--- src/sv/sct_pkg.sv ---
// Shared types, constants and control-word layout for the symbol count tree.
package sct_pkg;

  localparam int SYM_W       = 8;
  localparam int POS_W       = 32;
  localparam int OUT_W       = 32;
  localparam int TREE_LEAVES = 256;
  localparam int NODE_AW     = 9;
  localparam int STEP_W      = 4;

  typedef enum logic [1:0] {
    OP_INC  = 2'd0,
    OP_DEC  = 2'd1,
    OP_LESS = 2'd2,
    OP_FIND = 2'd3
  } op_t;

  typedef struct packed {
    op_t              operation;
    logic [SYM_W-1:0] symbol;
    logic [POS_W-1:0] position;
  } sct_in_t;

  typedef struct packed {
    logic [SYM_W-1:0] symbol_out;
    logic [OUT_W-1:0] count_out;
    logic             fault;
  } sct_out_t;

  typedef logic [STEP_W-1:0] step_t;

  // read address source
  typedef enum logic [2:0] {
    RD_NODE, RD_ROOT, RD_LEAF, RD_UP, RD_SIB, RD_TWO, RD_DESC
  } rd_sel_t;

  // write at the current node
  typedef enum logic [1:0] {
    WR_NONE, WR_ZERO, WR_INC, WR_DEC
  } wr_sel_t;

  typedef enum logic [2:0] {
    ND_HOLD, ND_LEAF, ND_ROOT, ND_UP, ND_DESC, ND_INC
  } nd_sel_t;

  typedef enum logic [2:0] {
    AC_HOLD, AC_ZERO, AC_POS, AC_SUM, AC_DESC
  } acc_sel_t;

  typedef enum logic [3:0] {
    C_ALWAYS, C_DISPATCH, C_CLR_MORE, C_FULL, C_ZERO,
    C_NOT_ROOT, C_UP_MORE, C_DESC_MORE, C_OUT_FREE
  } cond_t;

  typedef struct packed {
    rd_sel_t  rd;
    wr_sel_t  wr;
    nd_sel_t  nd;
    acc_sel_t acc;
    cond_t    cond;
    logic     fault_on_zero;
    logic     accept;
    logic     finish;
    step_t    tgt_t;
    step_t    tgt_f;
  } ctl_word_t;

  typedef struct packed {
    logic start;
    op_t  op;
    logic clr_more;
    logic full;
    logic zero;
    logic not_root;
    logic up_more;
    logic desc_more;
    logic out_free;
  } sct_flags_t;

endpackage

--- src/sv/sct_seq.sv ---
// Microcode sequencer: step register, control ROM and branch logic.
module sct_seq
  import sct_pkg::*;
(
  input  logic       clk,
  input  logic       rst_n,
  input  sct_flags_t flags,
  output ctl_word_t  ctl
);

  localparam step_t S_CLR   = 4'd0;
  localparam step_t S_IDLE  = 4'd1;
  localparam step_t S_INC_A = 4'd2;
  localparam step_t S_INC_B = 4'd3;
  localparam step_t S_INC_C = 4'd4;
  localparam step_t S_DEC_A = 4'd5;
  localparam step_t S_DEC_B = 4'd6;
  localparam step_t S_DEC_C = 4'd7;
  localparam step_t S_SUM_A = 4'd8;
  localparam step_t S_SUM_B = 4'd9;
  localparam step_t S_SUM_C = 4'd10;
  localparam step_t S_FND_A = 4'd11;
  localparam step_t S_FND_B = 4'd12;
  localparam step_t S_DONE  = 4'd13;

  step_t pc_r, pc_nxt;
  logic  taken;

  function automatic ctl_word_t rom(input step_t s);
    ctl_word_t w;
    w = '{rd: RD_NODE, wr: WR_NONE, nd: ND_HOLD, acc: AC_HOLD, cond: C_ALWAYS,
          fault_on_zero: 1'b0, accept: 1'b0, finish: 1'b0,
          tgt_t: S_IDLE, tgt_f: S_IDLE};
    case (s)
      S_CLR: begin
        w.wr = WR_ZERO; w.nd = ND_INC; w.cond = C_CLR_MORE;
        w.tgt_t = S_CLR; w.tgt_f = S_IDLE;
      end
      S_IDLE: begin
        w.accept = 1'b1; w.cond = C_DISPATCH;
      end
      S_INC_A: begin
        w.rd = RD_ROOT; w.nd = ND_LEAF; w.tgt_t = S_INC_B;
      end
      S_INC_B: begin
        w.cond = C_FULL; w.tgt_t = S_DONE; w.tgt_f = S_INC_C;
      end
      S_INC_C: begin
        w.rd = RD_UP; w.wr = WR_INC; w.nd = ND_UP; w.cond = C_NOT_ROOT;
        w.tgt_t = S_INC_C; w.tgt_f = S_DONE;
      end
      S_DEC_A: begin
        w.rd = RD_LEAF; w.nd = ND_LEAF; w.tgt_t = S_DEC_B;
      end
      S_DEC_B: begin
        w.cond = C_ZERO; w.fault_on_zero = 1'b1;
        w.tgt_t = S_DONE; w.tgt_f = S_DEC_C;
      end
      S_DEC_C: begin
        w.rd = RD_UP; w.wr = WR_DEC; w.nd = ND_UP; w.cond = C_NOT_ROOT;
        w.tgt_t = S_DEC_C; w.tgt_f = S_DONE;
      end
      S_SUM_A: begin
        w.nd = ND_LEAF; w.acc = AC_ZERO; w.tgt_t = S_SUM_B;
      end
      S_SUM_B: begin
        w.rd = RD_SIB; w.acc = AC_SUM; w.nd = ND_UP; w.cond = C_UP_MORE;
        w.tgt_t = S_SUM_B; w.tgt_f = S_SUM_C;
      end
      S_SUM_C: begin
        w.acc = AC_SUM; w.tgt_t = S_DONE;
      end
      S_FND_A: begin
        w.rd = RD_TWO; w.nd = ND_ROOT; w.acc = AC_POS; w.tgt_t = S_FND_B;
      end
      S_FND_B: begin
        w.rd = RD_DESC; w.nd = ND_DESC; w.acc = AC_DESC; w.cond = C_DESC_MORE;
        w.tgt_t = S_FND_B; w.tgt_f = S_DONE;
      end
      S_DONE: begin
        w.finish = 1'b1; w.cond = C_OUT_FREE;
        w.tgt_t = S_IDLE; w.tgt_f = S_DONE;
      end
      default: begin
        w.tgt_t = S_IDLE;
      end
    endcase
    return w;
  endfunction

  function automatic step_t entry(input op_t op);
    step_t s;
    case (op)
      OP_INC:  s = S_INC_A;
      OP_DEC:  s = S_DEC_A;
      OP_LESS: s = S_SUM_A;
      OP_FIND: s = S_FND_A;
      default: s = S_IDLE;
    endcase
    return s;
  endfunction

  assign ctl = rom(pc_r);

  always_comb begin
    case (ctl.cond)
      C_ALWAYS:    taken = 1'b1;
      C_DISPATCH:  taken = flags.start;
      C_CLR_MORE:  taken = flags.clr_more;
      C_FULL:      taken = flags.full;
      C_ZERO:      taken = flags.zero;
      C_NOT_ROOT:  taken = flags.not_root;
      C_UP_MORE:   taken = flags.up_more;
      C_DESC_MORE: taken = flags.desc_more;
      C_OUT_FREE:  taken = flags.out_free;
      default:     taken = 1'b1;
    endcase
    if (ctl.cond == C_DISPATCH) begin
      pc_nxt = taken ? entry(flags.op) : S_IDLE;
    end else begin
      pc_nxt = taken ? ctl.tgt_t : ctl.tgt_f;
    end
  end

  always_ff @(posedge clk) begin
    if (!rst_n) begin
      pc_r <= S_CLR;
    end else begin
      pc_r <= pc_nxt;
    end
  end

  // a transaction is taken only from the idle step
  a_start_idle: assert property (@(posedge clk) disable iff (!rst_n)
    flags.start |-> pc_r == S_IDLE)
    else $error("transaction taken outside idle step");

  // the clearing sweep never shares a cycle with a loaded result
  a_clr_no_finish: assert property (@(posedge clk) disable iff (!rst_n)
    pc_r == S_CLR |=> !(ctl.finish && $past(flags.clr_more)))
    else $error("result step reached during clearing sweep");

  a_done_holds: assert property (@(posedge clk) disable iff (!rst_n)
    pc_r == S_DONE && !flags.out_free |=> pc_r == S_DONE)
    else $error("left result step while output busy");

endmodule

--- config.mk ---
export PLATFORM = sky130hd
export DESIGN_NAME = sct_seq
export DESIGN_NICKNAME = d
export VERILOG_FILES = /design/src/sv/sct_pkg.sv /design/src/sv/sct_seq.sv
export SDC_FILE = /design/constraint.sdc
export NUM_CORES = 1
export LEC_CHECK = 0
export BUFFER_PORTS_ARGS = -buffer_cell sky130_fd_sc_hd__buf_2
export CORE_MARGIN = 4
export CORE_UTILIZATION = 47
export DETAILED_ROUTE_END_ITERATION = 10
export HOLD_SLACK_MARGIN = 0.1
export PLACE_DENSITY = 0.92
export SETUP_SLACK_MARGIN = 0.2
export SLEW_MARGIN = 20
export SYNTH_ARGS = -nofsm -noshare
export SYNTH_HDL_FRONTEND = slang
export SYNTH_SLANG_ARGS = --single-unit
export TNS_END_PERCENT = 20
--- constraint.sdc ---
create_clock -name clk -period 4.1 [get_ports clk]
set_clock_uncertainty 0.2 [all_clocks]
set_input_delay 0.41 -clock clk [delete_from_list [all_inputs] [get_ports clk]]
set_output_delay 0.41 -clock clk [all_outputs]
set_load 0.03 [all_outputs]
Yosys cells after proc, flatten, opt, wreduce, memory -nomap -nowiden

Index checks and enable logic that the tools add are counted.

Register bits after elaboration: 4
Latch bits: 0
RAM bits: 0
Bits in read-only memories: 0
Input port bits: 12
Output and inout port bits: 26
Word-level logic and storage cells: 50
Memories: 0

Add/subtract/negate cells: 0
$mul: 0
Divide/modulo/power cells: 0
Order comparisons: 0
Eq/ne operators: 24
Shifts and indexed selects: 0
Mux-type cells: 15
Bitwise logic cells: 0
Reductions and logical operators: 10

Operators with widths:

| cell               | number |
|---|---|
| $pmux 4 s8         | 2 |
| $eq 4x3->1 const B | 8 |
| $pmux 4 s4         | 2 |
| $eq 4x4->1 const B | 7 |
| $pmux 3 s6         | 1 |
| $eq 4x2->1 const B | 4 |
| $pmux 3 s5         | 1 |
| $mux 4             | 3 |
| $pmux 3 s4         | 1 |
| $reduce_or 3->1    | 3 |
| $eq 4x1->1 const B | 2 |
| $pmux 1 s8         | 1 |
| $reduce_or 2->1    | 4 |
| $pmux 2 s3         | 1 |
| $eq 2x2->1 const B | 2 |
| $logic_not 4->1    | 1 |
| $reduce_or 4->1    | 1 |
| $mux 1             | 3 |
| $eq 2x1->1 const B | 1 |
| $logic_not 2->1    | 1 |

Logic depth before layout (Yosys ltp)

Depth after elaboration: 7
Depth in mapped cells: 7
Mapped depth without buffers: 6

Least setup slack after synthesis

Ideal clock, no wire load.

Path type: flip-flop to output port
Start point: register pc_r[3]
End point: output port ctl[12] (netlist bit)
Data arrival time: 1.789 ns
Required time: 3.490 ns
Path slack: 1.701 ns
Stages on the path, launching flop included: 6
Path buffers: 1
Path through: dfxtp_1 buf_6 clkinv_1 nor2_1 o21ai_0 nand2b_1

RTL lines:

| what                     | line           | source |
|---|---|---|
| start: declaration       | sct_seq.sv:26  | `step_t pc_r, pc_nxt;` |
| start signal: assignment | sct_seq.sv:129 | `pc_r <= pc_nxt;` |
| end: declaration         | sct_seq.sv:8   | `output ctl_word_t ctl` |

==> results.sh <==
export IMPL_status="finished clean"
export IMPL_power_density_mw_per_mm2=804.5
export IMPL_dp_slack_ns=1.741
export IMPL_endpoint_kind="primary output"
export IMPL_grt_pass1_vias=807
export IMPL_clock_latency_ns=0.24
export IMPL_diodes=0
export IMPL_critPathLaunchType="flip-flop"
export IMPL_place_hpwl_um=1724
export IMPL_cts_hold_buf=0
export IMPL_synth_top_area_share_pct=11.29
export IMPL_avgSynthCellArea_um2=6.391
export IMPL_worst_slack_ns=1.425
export IMPL_fp_dieH_um=46.85
export IMPL_numCtsBuffers=3
export IMPL_ir_drop_v=0.0004258
export IMPL_route_antenna_remaining_nets=0
export IMPL_core_area_mm2=0.001366
export IMPL_cts_tree="done"
export IMPL_drt_iter0_markers=47
export IMPL_path_delay_family="flip-flops"
export IMPL_clkTransAtPathRegs_ns=0.04
export IMPL_grt_setup_unrepaired="no"
export IMPL_p_leak_nw=0.4514
export IMPL_final_util_pct=64.84
export IMPL_clkSinkCount=4
export IMPL_arrival_ns=2.06
export IMPL_syn_nets=127
export IMPL_cts_resized=0
export IMPL_nNetsFinal=161
export IMPL_crit_chain="clkinv_1, nor2_1, o21ai_0, nand2b_1, buf_2"
export IMPL_pin_count=38
export IMPL_htree_num_levels=1
export IMPL_synthesis_area_um2=709.4
export IMPL_gpl_final_weighted_congestion=0.9058
export IMPL_first_pass_iters=5
export IMPL_antenna_found_initial=0
export IMPL_rows=13
export IMPL_cp_slowest_cell="dfxtp_1"
export IMPL_largest_register_ffs=4
export IMPL_synth_flop_cell="dfxtp_1"
export IMPL_io_buffers=37
export IMPL_synth_seq_cells=4
export IMPL_ys_warn_count=0
export IMPL_period_needed_ns=2.675
export IMPL_post_cts_buffers=0
export IMPL_slowest_delay_ns=0.67
export IMPL_hold_violations=0
export IMPL_place_area_um2=863.3
export IMPL_dp_cells=155
export IMPL_top_register="pc_r"
export IMPL_worst_pin_slew_ns=0.7863
export IMPL_cts_root_buffer_cell="clkbuf_4"
export IMPL_slew_headroom_pct=47.58
export IMPL_reg_top3="pc_r: 4 flops"
export IMPL_via_per_inst=6.082
export IMPL_cp_required_ns=3.49
export IMPL_cts_path_max_buffers=2
export IMPL_grt_overflow_total=0
export IMPL_die_area_mm2=0.002195
export IMPL_path_max_fanout=19
export IMPL_synth_edff_count=0
export IMPL_maxCapViolations=0
export IMPL_crit_type="reg -> out"
export IMPL_hold_class="in -> reg"
export IMPL_grt_pass1_wl_um=3415
export IMPL_synth_area_leaders="dfxtp_1 (11%), nor2_1 (8.5%), a21oi_1 (7.1%)"
export IMPL_fmax_mhz=373.9
export IMPL_slew_viol_final=0
export IMPL_yosys_area_top_type="dfxtp_1"
export IMPL_final_cells=158
export IMPL_drcViolationCount=0
export IMPL_finalSetupViolCount=0
export IMPL_synthArstFlopShare_pct=0
export IMPL_area_delta_synth_final_pct=24.87
export IMPL_seq_area_frac_synth_pct=11.29
export IMPL_finalWirelength_um=2201
export IMPL_synth_distinct_cells=37
export IMPL_dieWidth_um=46.85
export IMPL_layout_drive_gt1_share_pct=32.17
export IMPL_initial_utilization_pct=51.92
export IMPL_syn_inst=111
export IMPL_post_drt_wl_per_cell_um=13.93
export IMPL_hold_slack_ns=0.2202
export IMPL_tns_ns=0
export IMPL_cp_num_buf_inv=2
export IMPL_yosysMostFrequentCell="nor2_1"
export IMPL_grt_max_degree=20
export IMPL_synth_top_cells_by_count="nor2_1 (16), a21oi_1 (10), nand2_1 (10)"
export IMPL_gr_usage_all_layers_pct=21.07
export IMPL_vias=961
export IMPL_power_mw=0.7127
export IMPL_final_area_um2=885.9
export IMPL_timing_final_crit_share_pct=65.24
## layout by cell type (no fill, tap or decap)
cell type,netlist,layout
nor3b_2,1,1
nand2b_1,4,4
a32oi_1,1,1
clkinv_1,1,1
nand2_1,10,10
inv_1,4,4
o2bb2ai_1,1,1
nor3_1,5,5
o21ai_0,9,9
a211oi_1,2,2
a222oi_1,1,1
mux2i_1,2,2
ha_1,4,4
o21ba_2,1,1
a32o_1,1,1
or2_2,1,1
nor2b_1,3,3
a21oi_1,10,10
nor2b_2,1,1
a22o_1,1,1
o211a_1,1,1
nor2_1,16,16
o21a_1,1,1
o22ai_1,5,5
nor4_1,1,1
buf_2,1,37
dfxtp_1,4,4
inv_2,2,2
o31a_1,1,1
nand3_1,4,4
clkbuf_4,0,3
and3_1,1,1
a21o_1,1,1
a21boi_0,1,1
o22a_1,2,2
## area by class of cell
type / instances / area, µm²
Clock buffer: 3 / 22.52
Fill cell: 115 / 480.5
Inverter: 7 / 26.28
Multi-Input combinational cell: 92 / 553.0
Sequential cell: 4 / 80.08
Tap cell: 15 / 18.77
Timing Repair Buffer: 37 / 185.2
## where the power goes
group | leakage (nW) | internal [mW] | switching (mW) | total (mW)
clock | 0.0138 | 0.0328 | 0.0174 | 0.0502
combinational | 0.405 | 0.176 | 0.382 | 0.558
sequential | 0.0329 | 0.0514 | 0.0533 | 0.105
## path summary, 6_finish.rpt
check / start / to / slack (ns) / cells after the start
setup / recovery: pc_r[3] / ctl[12] / 1.43 / 5
hold / removal: rst_n / pc_r[1] / 0.22 / 2
setup reg to reg: pc_r[0] / pc_r[3] / 1.71 / 5
hold reg to reg: pc_r[3] / pc_r[1] / 0.76 / 3
## layer usage
metal / vias up / GRT usage (%) / part of all wire [%]
met5: - / 0 / 0
met4: 0 / 6.630 / 1.5
met3: 4 / 3.065 / 10
met2: 61 / 37.40 / 49
met1: 433 / 25.91 / 39
li1: 463 / - / -
## cells by family (layout without fill, tap and decap cells)
| logic type | after synthesis | after routing | synth area share (%) |
|---|---|---|---|
| fa+ha+maj | 4 | 4 | 7.055 |
| simple gates | 47 | 47 | 31.92 |
| flops | 4 | 4 | 11.29 |
| buf+inv | 15 | 47 | 10.76 |
| compound gates | 39 | 39 | 36.16 |
| mux | 2 | 2 | 2.822 |
No activity file was read; power rests on OpenSTA's default activity.
